--- config.mk ---
export PLATFORM = sky130hd
export DESIGN_NAME = stun_mapped_address_parser
export DESIGN_NICKNAME = d
export VERILOG_FILES = /design/src/smap_pkg.sv /design/src/smap_front.sv /design/src/smap_queue.sv /design/src/smap_back.sv /design/src/stun_mapped_address_parser.sv
export SDC_FILE = /design/constraint.sdc
export NUM_CORES = 1
export LEC_CHECK = 0
export BUFFER_PORTS_ARGS = -buffer_cell sky130_fd_sc_hd__buf_2
export CAP_MARGIN = 25
export CORE_UTILIZATION = 56
export DETAILED_ROUTE_END_ITERATION = 16
export PLACE_DENSITY_LB_ADDON = 0.2
export SLEW_MARGIN = 5
export SYNTH_ARGS = -nofsm -noshare
export SYNTH_HDL_FRONTEND = slang
export SYNTH_HIERARCHICAL = 1
export SYNTH_SLANG_ARGS = --single-unit
export TNS_END_PERCENT = 5
--- constraint.sdc ---
create_clock -name clk -period 3.62 [get_ports clk]
set_input_delay 0.362 -clock clk [delete_from_list [all_inputs] [get_ports clk]]
set_output_delay 0.362 -clock clk [all_outputs]
set_load 0.01 [all_outputs]
--- src/smap_pkg.sv ---
// ----------------------------------------------------------------------------
// smap_pkg
// Shared types and constants for the STUN mapped-address parser.
// ----------------------------------------------------------------------------
package smap_pkg;

  localparam int POSITION_BITS = 16;
  localparam logic [POSITION_BITS-1:0] POS_MAX = {POSITION_BITS{1'b1}};
  localparam logic [POSITION_BITS-1:0] ATTR_START = POSITION_BITS'(20);
  localparam logic [POSITION_BITS-1:0] MIN_HEADER = POSITION_BITS'(8);

  localparam logic [31:0] STUN_COOKIE = 32'h2112_A442;
  localparam logic [15:0] XMA_TYPE = 16'h0020;
  localparam logic [7:0] FAMILY_IPV4 = 8'h01;

  localparam int SIZE_BITS = 16;
  localparam int END_BITS = SIZE_BITS + 2;

  localparam int DATA_BITS = 8;
  localparam int RESULT_BITS = 56;

  localparam int QUEUE_DEPTH = 2;
  localparam int QUEUE_PTR_BITS = $clog2(QUEUE_DEPTH);
  localparam int QUEUE_CNT_BITS = $clog2(QUEUE_DEPTH + 1);

  typedef enum logic [1:0] {
    ST_NOT_STUN   = 2'd0,
    ST_NO_ADDRESS = 2'd1,
    ST_UNCHANGED  = 2'd2,
    ST_NEW        = 2'd3
  } smap_status_t;

  typedef struct packed {
    logic        header_ok;
    logic        found;
    logic [15:0] port_x;
    logic [31:0] addr_x;
  } smap_summary_t;

  function automatic logic [7:0] cookie_byte(input logic [1:0] idx);
    logic [7:0] b;
    case (idx)
      2'd0:    b = STUN_COOKIE[31:24];
      2'd1:    b = STUN_COOKIE[23:16];
      2'd2:    b = STUN_COOKIE[15:8];
      default: b = STUN_COOKIE[7:0];
    endcase
    return b;
  endfunction

endpackage

--- src/smap_front.sv ---
// ----------------------------------------------------------------------------
// smap_front
// Byte-level parser: checks the cookie, walks attributes, captures the
// XORed port and address, and hands one summary per datagram to the queue.
// ----------------------------------------------------------------------------
module smap_front (
  input  logic                          clk,
  input  logic                          rst,
  input  logic                          in_fire,
  input  logic [smap_pkg::DATA_BITS-1:0] data_byte,
  input  logic                          last_byte,
  output logic                          push,
  output smap_pkg::smap_summary_t       summary
);
  import smap_pkg::*;

  logic [POSITION_BITS-1:0] pos, pos_next;
  logic                     cookie_ok, cookie_ok_next;
  logic [POSITION_BITS-1:0] attr_begin, attr_begin_next;
  logic [15:0]              attr_kind, attr_kind_next;
  logic [SIZE_BITS-1:0]     attr_size, attr_size_next;
  logic [7:0]               family, family_next;
  logic                     found, found_next;
  logic [15:0]              cport, cport_next;
  logic [31:0]              caddr, caddr_next;

  always_comb begin
    logic [POSITION_BITS-1:0] off;
    logic [END_BITS-1:0]      attr_end;
    logic                     near;
    pos_next        = pos;
    cookie_ok_next  = cookie_ok;
    attr_begin_next = attr_begin;
    attr_kind_next  = attr_kind;
    attr_size_next  = attr_size;
    family_next     = family;
    found_next      = found;
    cport_next      = cport;
    caddr_next      = caddr;
    push            = 1'b0;
    near            = 1'b0;
    off             = pos - attr_begin;
    attr_end        = ((END_BITS'(attr_size) + END_BITS'(3)) & ~END_BITS'(3)) + END_BITS'(4);
    if (in_fire) begin
      if (pos != POS_MAX) begin
        if (pos >= POSITION_BITS'(4) && pos <= POSITION_BITS'(7) &&
            data_byte != cookie_byte(pos[1:0])) begin
          cookie_ok_next = 1'b0;
        end
        if (pos >= ATTR_START && pos >= attr_begin && !found) begin
          if (off >= POSITION_BITS'(4) && END_BITS'(off) == attr_end) begin
            attr_begin_next = pos;
            off = '0;
          end
          near = (off < POSITION_BITS'(12));
          if (near) begin
            case (off[3:0])
              4'd0: attr_kind_next = {data_byte, 8'h00};
              4'd1: attr_kind_next = {attr_kind[15:8], data_byte};
              4'd2: attr_size_next = {data_byte, 8'h00};
              4'd3: attr_size_next = {attr_size[15:8], data_byte};
              4'd5: family_next = data_byte;
              4'd6, 4'd7: cport_next = {cport[7:0], data_byte};
              4'd8, 4'd9, 4'd10: caddr_next = {caddr[23:0], data_byte};
              4'd11: begin
                caddr_next = {caddr[23:0], data_byte};
                if (attr_kind == XMA_TYPE && family == FAMILY_IPV4) begin
                  found_next = 1'b1;
                end
              end
              default: ;
            endcase
          end
        end
        pos_next = pos + POSITION_BITS'(1);
      end
      if (last_byte) begin
        push = 1'b1;
      end
    end
    summary.header_ok = cookie_ok_next && (pos_next >= MIN_HEADER);
    summary.found     = found_next;
    summary.port_x    = cport_next;
    summary.addr_x    = caddr_next;
  end

  always_ff @(posedge clk) begin
    if (rst || push) begin
      pos        <= '0;
      cookie_ok  <= 1'b1;
      attr_begin <= ATTR_START;
      attr_kind  <= '0;
      attr_size  <= '0;
      family     <= '0;
      found      <= 1'b0;
      cport      <= '0;
      caddr      <= '0;
    end else begin
      pos        <= pos_next;
      cookie_ok  <= cookie_ok_next;
      attr_begin <= attr_begin_next;
      attr_kind  <= attr_kind_next;
      attr_size  <= attr_size_next;
      family     <= family_next;
      found      <= found_next;
      cport      <= cport_next;
      caddr      <= caddr_next;
    end
  end

endmodule

--- src/smap_queue.sv ---
// ----------------------------------------------------------------------------
// smap_queue
// Short FIFO of datagram summaries between the parser and the result stage.
// ----------------------------------------------------------------------------
module smap_queue (
  input  logic                    clk,
  input  logic                    rst,
  input  logic                    push,
  input  smap_pkg::smap_summary_t wr_data,
  input  logic                    pop,
  output smap_pkg::smap_summary_t rd_data,
  output logic                    full,
  output logic                    empty
);
  import smap_pkg::*;

  smap_summary_t              entries [QUEUE_DEPTH];
  logic [QUEUE_PTR_BITS-1:0]  wr_ptr, rd_ptr;
  logic [QUEUE_CNT_BITS-1:0]  count;

  assign full    = (count == QUEUE_CNT_BITS'(QUEUE_DEPTH));
  assign empty   = (count == '0);
  assign rd_data = entries[rd_ptr];

  always_ff @(posedge clk) begin
    if (push) begin
      entries[wr_ptr] <= wr_data;
    end
  end

  always_ff @(posedge clk) begin
    if (rst) begin
      wr_ptr <= '0;
      rd_ptr <= '0;
      count  <= '0;
    end else begin
      if (push) begin
        wr_ptr <= (wr_ptr == QUEUE_PTR_BITS'(QUEUE_DEPTH - 1)) ? '0 : wr_ptr + 1'b1;
      end
      if (pop) begin
        rd_ptr <= (rd_ptr == QUEUE_PTR_BITS'(QUEUE_DEPTH - 1)) ? '0 : rd_ptr + 1'b1;
      end
      case ({push, pop})
        2'b10:   count <= count + 1'b1;
        2'b01:   count <= count - 1'b1;
        default: count <= count;
      endcase
    end
  end

endmodule

--- src/smap_back.sv ---
// ----------------------------------------------------------------------------
// smap_back
// Result stage: un-XORs the captured fields, updates the stored public
// address, and holds one result in the output register.
// ----------------------------------------------------------------------------
module smap_back (
  input  logic                              clk,
  input  logic                              rst,
  input  logic                              empty,
  input  smap_pkg::smap_summary_t           rd_data,
  output logic                              pop,
  output logic                              m_tvalid,
  input  logic                              m_tready,
  output logic [smap_pkg::RESULT_BITS-1:0] m_tdata
);
  import smap_pkg::*;

  logic [15:0]  public_port;
  logic [31:0]  public_addr;
  smap_status_t status, status_next;
  logic [15:0]  port_out, port_next;
  logic [31:0]  addr_out, addr_next;
  logic         update;

  assign pop = !empty && (!m_tvalid || m_tready);

  always_comb begin
    logic [15:0] port_d;
    logic [31:0] addr_d;
    port_d      = rd_data.port_x ^ STUN_COOKIE[31:16];
    addr_d      = rd_data.addr_x ^ STUN_COOKIE;
    update      = 1'b0;
    port_next   = '0;
    addr_next   = '0;
    if (!rd_data.header_ok) begin
      status_next = ST_NOT_STUN;
    end else if (!rd_data.found) begin
      status_next = ST_NO_ADDRESS;
    end else begin
      port_next = port_d;
      addr_next = addr_d;
      if (port_d != public_port || addr_d != public_addr) begin
        status_next = ST_NEW;
        update      = 1'b1;
      end else begin
        status_next = ST_UNCHANGED;
      end
    end
  end

  always_ff @(posedge clk) begin
    if (rst) begin
      m_tvalid    <= 1'b0;
      public_port <= '0;
      public_addr <= '0;
    end else begin
      if (pop) begin
        m_tvalid <= 1'b1;
        if (update) begin
          public_port <= port_next;
          public_addr <= addr_next;
        end
      end else if (m_tready) begin
        m_tvalid <= 1'b0;
      end
    end
  end

  always_ff @(posedge clk) begin
    if (pop) begin
      status   <= status_next;
      port_out <= port_next;
      addr_out <= addr_next;
    end
  end

  assign m_tdata = {6'b0, addr_out, port_out, status};

endmodule

--- src/stun_mapped_address_parser.sv ---
// ----------------------------------------------------------------------------
// stun_mapped_address_parser
// Parses a STUN response byte stream and reports the XOR-MAPPED-ADDRESS.
// The summary is queued with the last byte, then registered as the result.
// Throughput: one byte per cycle; the parser stalls only while the
// two-entry summary queue is full behind a stalled result.
// Reset returns the parser to its start state, empties the queue, drops the
// result valid flag and clears the stored public address to zero.
// ----------------------------------------------------------------------------
module stun_mapped_address_parser (
  input  logic                              clk,
  input  logic                              rst,
  input  logic                              s_tvalid,
  output logic                              s_tready,
  input  logic [smap_pkg::DATA_BITS-1:0]   s_tdata,   // data_byte[7:0]
  input  logic                              s_tlast,   // last_byte
  output logic                              m_tvalid,
  input  logic                              m_tready,
  output logic [smap_pkg::RESULT_BITS-1:0] m_tdata    // status[1:0], mapped_port[17:2],
                                                      // mapped_address[49:18], zero
);
  import smap_pkg::*;

  logic          in_fire;
  logic          push;
  logic          pop;
  logic          full;
  logic          empty;
  smap_summary_t wr_data;
  smap_summary_t rd_data;

  assign s_tready = !full;
  assign in_fire  = s_tvalid && s_tready;

  smap_front u_front (
    .clk       (clk),
    .rst       (rst),
    .in_fire   (in_fire),
    .data_byte (s_tdata),
    .last_byte (s_tlast),
    .push      (push),
    .summary   (wr_data)
  );

  smap_queue u_queue (
    .clk     (clk),
    .rst     (rst),
    .push    (push),
    .wr_data (wr_data),
    .pop     (pop),
    .rd_data (rd_data),
    .full    (full),
    .empty   (empty)
  );

  smap_back u_back (
    .clk      (clk),
    .rst      (rst),
    .empty    (empty),
    .rd_data  (rd_data),
    .pop      (pop),
    .m_tvalid (m_tvalid),
    .m_tready (m_tready),
    .m_tdata  (m_tdata)
  );

endmodule
==> flow_metrics.env, run 1 <==
export IMPL_final_area_mm2=0.01871
export IMPL_ant_nets=0
export IMPL_maxCapViolCount=0
export IMPL_cp_start_kind="flop"
export IMPL_viasPerCell=6.109
export IMPL_ys_async_sr_fraction=0
export IMPL_wire_per_inst_um=20.61
export IMPL_critPathLaunch="u_front/attr_size[0]$_SDFFE_PP0P_"
export IMPL_core_area_mm2=0.02809
export IMPL_worst_pin_slew_ns=0.7282
export IMPL_synth_cells=1474
export IMPL_yosysTopAreaCell="edfxtp_1"
export IMPL_worstReg2RegStart="u_front/attr_size[0]$_SDFFE_PP0P_"
export IMPL_grt_max_degree=104
export IMPL_wl_um=40540
export IMPL_hold_path_startpoint="s_tdata[0]"
export IMPL_die_area_mm2=0.02957
export IMPL_finClkSkew_ns=0.01755
export IMPL_placed_cell_area_mm2=0.01730
export IMPL_grt_pass1_wl_um=62910
export IMPL_place_hpwl_um=26760
export IMPL_yosys_area_top_type_share=0.2785
export IMPL_total_power_w=0.01022
export IMPL_cpPeakStageDelay_ns=0.47
export IMPL_antenna_found_initial=0
export IMPL_finalSetupViolCount=117
export IMPL_cp_max_fo=8
export IMPL_leakagePower_nw=7.213
export IMPL_fin_crit_sh=1.057
export IMPL_grt_pass1_vias=11370
export IMPL_final_nets=1598
export IMPL_root_buffer="clkbuf_16"
export IMPL_outcome="complete, but fails checks"
export IMPL_ys_ff_latch=326
export IMPL_final_common_cell="dfxtp_1"
export IMPL_critical_path_class="reg -> reg"
export IMPL_rrSetupSlack_ns=-0.21
export IMPL_drt_first_iter_violations=1061
export IMPL_critPathArrivalTime_ns=4.10
export IMPL_synth_top_cells_by_area="edfxtp_1 28%, dfxtp_1 22%, mux2_2 4.8%"
export IMPL_cts_buffers=36
export IMPL_grt_overflow=0
export IMPL_start_util=0.5759
export IMPL_ys_warn_count=6
export IMPL_violations="negative setup slack"
export IMPL_io_buffers=64
export IMPL_final_cell_mix="174 x dfxtp_1, 150 x edfxtp_1, 81 x buf_4, 76 x nand4_1, 72 x mux2_2"
export IMPL_synth_area_mm2=0.01617
export IMPL_synth_seq_area_share=0.4963
export IMPL_drt_first_pass_iters=5
export IMPL_cts_sinks=326
export IMPL_hold_class="in -> reg"
export IMPL_ir_drop_mv=0.3402
export IMPL_clockBufferDepth=3
export IMPL_drive_gt1_frac=0.2354
export IMPL_area_growth_pct=15.70
export IMPL_powerDensity_mw_per_mm2=546.4
export IMPL_fin_cells=1967
export IMPL_dp_cells=1897
export IMPL_fin_crit_ns=3.825
export IMPL_slew_headroom=0.5128
export IMPL_die_h_um=172.0
export IMPL_gp_congestion=0.8611
export IMPL_utilization=0.6663
export IMPL_synth_cell_types=78
export IMPL_postCtsHoldBufs=0
export IMPL_clock_latency_ns=0.53
export IMPL_synth_avg_cell_area_um2=10.97
export IMPL_track_usage=0.2732
export IMPL_fmax_ghz=0.2614
export IMPL_crit_required_ns=3.89
export IMPL_finalHoldViolCount=0
export IMPL_slew_viol_final=0
export IMPL_rsz0062_at_grt="true"
export IMPL_path_cells="or3_1 -> and2_1 -> ha_1 -> xnor3_1 -> a2111o_1 -> a2111oi_4 -> o2111ai_2 -> o311a_4 -> clkbuf_16 -> mux2_4"
export IMPL_io_pins=71
export IMPL_end_kind="flop"
export IMPL_drc=0
export IMPL_antenna_cells=0
export IMPL_setup_ws_ns=-0.2050
export IMPL_crit_slowest_cell="o311a_4"
export IMPL_cts_tree="yes"
export IMPL_num_vias=12020
export IMPL_die_w_um=172.0
export IMPL_synth_edf_count=150
export IMPL_h_tree_depth=2
export IMPL_rows=61
export IMPL_clkTransAtPathRegs_ns=0.06
export IMPL_synthFlopType="dfxtp_1"
==> cell usage after synthesis (4+ instances only) <==
cell type  number
buf_2          33
mux2_4         29
nor3_1         12
inv_1          30
and2_1         56
dfxtp_1       176
o2111ai_1       5
o21ai_0        22
a2bb2oi_1      47
nor2_1         67
a22o_1         15
xnor2_1        65
xor2_1         35
a31oi_1         8
or3_1          21
ha_1           23
clkbuf_1       64
nand3_1        32
mux2_2         69
a21oi_1        52
buf_6           6
o21a_1          4
and4_1          5
and3_1         45
nand4b_1        7
nor2b_1        53
nand3b_1       35
buf_4           9
o211ai_1       56
a21o_1         11
nand2_1        61
nand4_1        76
edfxtp_1      150
nor4_1         10
mux2i_1         9
==> worst max-delay path, delay by kind of cell, from the launching register on <==
kind / cells / cell delay [ns]
adders and majority gates: 1 / 0.31
AOI/OAI and AO/OA: 4 / 1.45
buffers and inverters: 1 / 0.20
and+or+nand+nor: 2 / 0.57
DFF: 1 / 0.34
xor gates and xnor gates: 1 / 0.39
muxes: 1 / 0.32
==> registers in the layout, indices dropped and copies added, names as in the netlist, named ones only <==
signal              flops
u_queue/wr_ptr          1
u_front/cport          16
u_queue/rd_ptr          1
u_queue/entries       100
u_back/addr_out        32
u_front/cookie_ok       1
u_front/family          8
u_back/port_out        16
u_back/public_port     16
u_back/public_addr     32
u_front/caddr          32
u_queue/count           2
u_front/pos            16
u_front/found           1
u_front/attr_kind      16
u_front/attr_begin     16
u_back/status           2
u_back/m_tvalid         1
u_front/attr_size      16
==> cell families after synthesis <==
family / share of synthesized area
other: 0.0002318
AO/OA/AOI/OAI: 0.1210
buffers and inverters: 0.04108
multiplexers: 0.08262
XOR/XNOR: 0.05833
flip-flops: 0.4963
AND/OR/NAND/NOR: 0.1814
adder cells (fa/ha/maj): 0.01903
==> final timing paths <==
path / endpoint / cells after the start
worst max register to register: u_queue/entries[1][14]$_DFFE_PP_ / 10
worst min-delay path: u_front/attr_size[0]$_SDFFE_PP0P_ / 3
worst min register to register: u_front/attr_begin[8]$_SDFFE_PP0P_ / 2
worst max-delay path: u_queue/entries[1][14]$_DFFE_PP_ / 10
==> power by group <==
| group | switching, W | internal, W |
|---|---|---|
| Combinational | 0.00122 | 0.000781 |
| Sequential | 0.000193 | 0.00441 |
| Clock | 0.00148 | 0.00214 |
==> cell type report <==
| class | count | area, um2 |
|---|---|---|
| clock buffer | 53 | 1036 |
| clock inverter | 13 | 146.4 |
| fill | 2157 | 9374 |
| inverter | 30 | 115.1 |
| multi-input combinational | 1008 | 7719 |
| sequential | 326 | 8033 |
| tap | 378 | 473.0 |
| timing repair buffer | 159 | 1191 |
==> per-stage QoR <==
| step | TNS [ns] | setup slack [ns] | hold WS (ns) |
|---|---|---|---|
| CTS | -12.97 | -0.1810 | 0.2312 |
| global route | -37.49 | -0.3047 | 0.2524 |
| detailed placement | -17.04 | -0.2023 | 0.4417 |
| global placement | -9.592 | -0.1291 | 0.4315 |
| floorplan | -3.565 | -0.04980 | 0.4091 |
| finish | -18.23 | -0.2050 | 0.2438 |
==> repair_timing <==
action                                  CTS  global route
buffers inserted                          0             1
pin swaps                                 2            19
cloned                                    0             3
resized for setup                         5            37
endpoints found under the setup margin  147           188
==> routing by layer <==
metal,vias up,GRT usage,share of wire
li1,5644,-,-
met2,395,0.4504,0.48
met5,-,0,0
met3,76,0.03777,0.060
met1,5902,0.3694,0.43
met4,0,0.09196,0.026
Power figures use the tool's default switching activity.
==> run 2, diff against run 1 <==
==> constraint.sdc (replaced) <==
create_clock -name clk -period 3.62 [get_ports clk]
set_input_delay 0.181 -clock clk [delete_from_list [all_inputs] [get_ports clk]]
set_output_delay 0.181 -clock clk [all_outputs]
set_load 0.01 [all_outputs]
==> run 2 against run 1 <==
Effect of this change:
- the run still ends with negative setup slack left
- highest routed layer unchanged
- register-to-register slack barely moved
- wire length increased by 0.57%
- largest cell class unchanged
- final area grew 0.18%
- combinational power about the same
- power down 1.7%
- cell count rose by 0.36%
- sequential cell count is the same
- sequential power about the same
==> flow_metrics.env, run 2 (synthesized netlist as in run 1, its figures left out) <==
export IMPL_num_vias=12030
export IMPL_cts_tree="yes"
export IMPL_antenna_cells=0
export IMPL_slew_viol_final=0
export IMPL_pre_cts_slack_ns=-0.2206
export IMPL_die_area_mm2=0.02957
export IMPL_worst_pin_slew_ns=0.7457
export IMPL_rows=61
export IMPL_end_kind="flop"
export IMPL_fin_crit_sh=1.055
export IMPL_drt_first_pass_iters=5
export IMPL_gp_congestion=0.8768
export IMPL_placed_cell_area_mm2=0.01730
export IMPL_r2r_cells=11
export IMPL_final_common_cell="dfxtp_1"
export IMPL_viasPerCell=6.093
export IMPL_place_hpwl_um=26550
export IMPL_fillers=2184
export IMPL_fin_crit_ns=3.820
export IMPL_setup_ws_ns=-0.1995
export IMPL_cts_sinks=326
export IMPL_worst_hold_slack_ns=0.05025
export IMPL_final_nets=1605
export IMPL_top_register="u_queue/entries"
export IMPL_finalSetupViolCount=176
export IMPL_cts_buffers=36
export IMPL_drc=0
export IMPL_cp_start_kind="flop"
export IMPL_outcome="complete, but fails checks"
export IMPL_io_pins=71
export IMPL_hold_class="in -> reg"
export IMPL_maxCapViolCount=0
export IMPL_clockBufferDepth=3
export IMPL_drive_gt1_frac=0.2400
export IMPL_antenna_found_initial=0
export IMPL_postCtsHoldBufs=0
export IMPL_grt_pass1_vias=11330
export IMPL_final_cell_mix="174 x dfxtp_1, 150 x edfxtp_1, 88 x buf_4, 76 x nand4_1, 71 x mux2_2"
export IMPL_ant_nets=0
export IMPL_crit_required_ns=4.03
export IMPL_start_util=0.5759
export IMPL_wl_um=40770
export IMPL_final_area_mm2=0.01875
export IMPL_die_h_um=172.0
export IMPL_h_tree_depth=2
export IMPL_fin_cells=1974
export IMPL_core_area_mm2=0.02809
export IMPL_violations="negative setup slack"
export IMPL_grt_max_degree=74
export IMPL_slew_headroom=0.5029
export IMPL_dp_cells=1898
export IMPL_grt_pass1_wl_um=62440
export IMPL_critPathArrivalTime_ns=4.23
export IMPL_wire_per_inst_um=20.65
export IMPL_io_buffers=64
export IMPL_ir_drop_mv=0.2981
export IMPL_clkTransAtPathRegs_ns=0.06
export IMPL_fmax_ghz=0.2618
export IMPL_grt_overflow=0
export IMPL_cp_max_fo=8
export IMPL_root_buffer="clkbuf_16"
export IMPL_largest_register_ffs=100
export IMPL_min_delay_path_depth=3
export IMPL_track_usage=0.2719
export IMPL_clock_latency_ns=0.53
export IMPL_area_growth_pct=15.90
export IMPL_drt_first_iter_violations=1144
export IMPL_powerDensity_mw_per_mm2=536.2
export IMPL_critical_path_class="reg -> reg"
export IMPL_leakagePower_nw=7.248
export IMPL_die_w_um=172.0
export IMPL_finalHoldViolCount=0
export IMPL_utilization=0.6675
export IMPL_rsz0062_at_grt="true"
export IMPL_finClkSkew_ns=0.02134
-- run 2: cell types whose count changed in the layout (fill, tap and decap cells not counted), sizes merged --
cell      before  now
clkbuf        55   52
inv           31   32
clkinvlp       0    1
bufinv         2    1
clkinv        10   13
buf          157  163
-- run 2: path summary, 6_finish.rpt --
| path | endpoint | start | slack, ns |
|---|---|---|---|
| hold reg to reg | u_front/attr_begin[9]$_SDFFE_PP0P_ | u_front/attr_begin[9]$_SDFFE_PP0P_ | 0.45 |
| setup reg to reg | u_front/caddr[25]$_SDFF_PP0_ | u_front/attr_size[0]$_SDFFE_PP0P_ | -0.20 |
| hold / removal | u_front/attr_size[0]$_SDFFE_PP0P_ | s_tdata[0] | 0.05 |
| setup / recovery | u_front/caddr[25]$_SDFF_PP0_ | u_front/attr_size[0]$_SDFFE_PP0P_ | -0.20 |
-- run 2: metrics by stage --
step,power [W],TNS [ns]
after CTS,0.01010,-14.35
after floorplan,0.005901,-3.565
after global placement,0.006613,-9.462
after detailed placement,0.006641,-20.72
final,0.01005,-20.54
after global routing,0.01045,-45.39
-- run 2: final cells by class --
class / instances / area (um2) / area share
tap: 378 / 473.0 / 0.02523
multi-input combinational: 1008 / 7759 / 0.4139
sequential: 326 / 8033 / 0.4285
inverter: 30 / 115.1 / 0.006140
clock inverter: 17 / 138.9 / 0.007408
timing repair buffer: 166 / 1249 / 0.06661
clock buffer: 49 / 979.7 / 0.05226
-- run 2: where the power goes --
part	internal, W	switching, W	leakage (nW)
combinational	0.000776	0.00121	3.83
sequential	0.00441	0.000195	2.87
clock	0.00199	0.00148	0.547
total	0.00717	0.00288	7.25
-- run 2: worst max-delay path, stage by stage, from the launching register on --
cell	delay, ns
dfxtp_1	0.34
or3_4	0.40
and2_1	0.17
ha_1	0.30
xnor3_1	0.39
a2111o_1	0.42
a2111oi_4	0.33
o2111ai_2	0.19
o311a_4	0.47
clkbuf_16	0.21
mux2_4	0.31
and2_1	0.16
-- run 2: timing repair --
item / 4_1_cts / 5_1_grt
pin swaps: 3 / 23
endpoints found under the setup margin: 165 / 195
resized for setup: 6 / 41
gates cloned: 0 / 4
buffers inserted: 0 / 7
-- run 2: layer usage --
| metal | wire (um) | global-route usage |
|---|---|---|
| met5 | 0 | 0 |
| met4 | 1173 | 0.08965 |
| met3 | 2256 | 0.03296 |
| met2 | 19530 | 0.4476 |
| met1 | 17810 | 0.3718 |
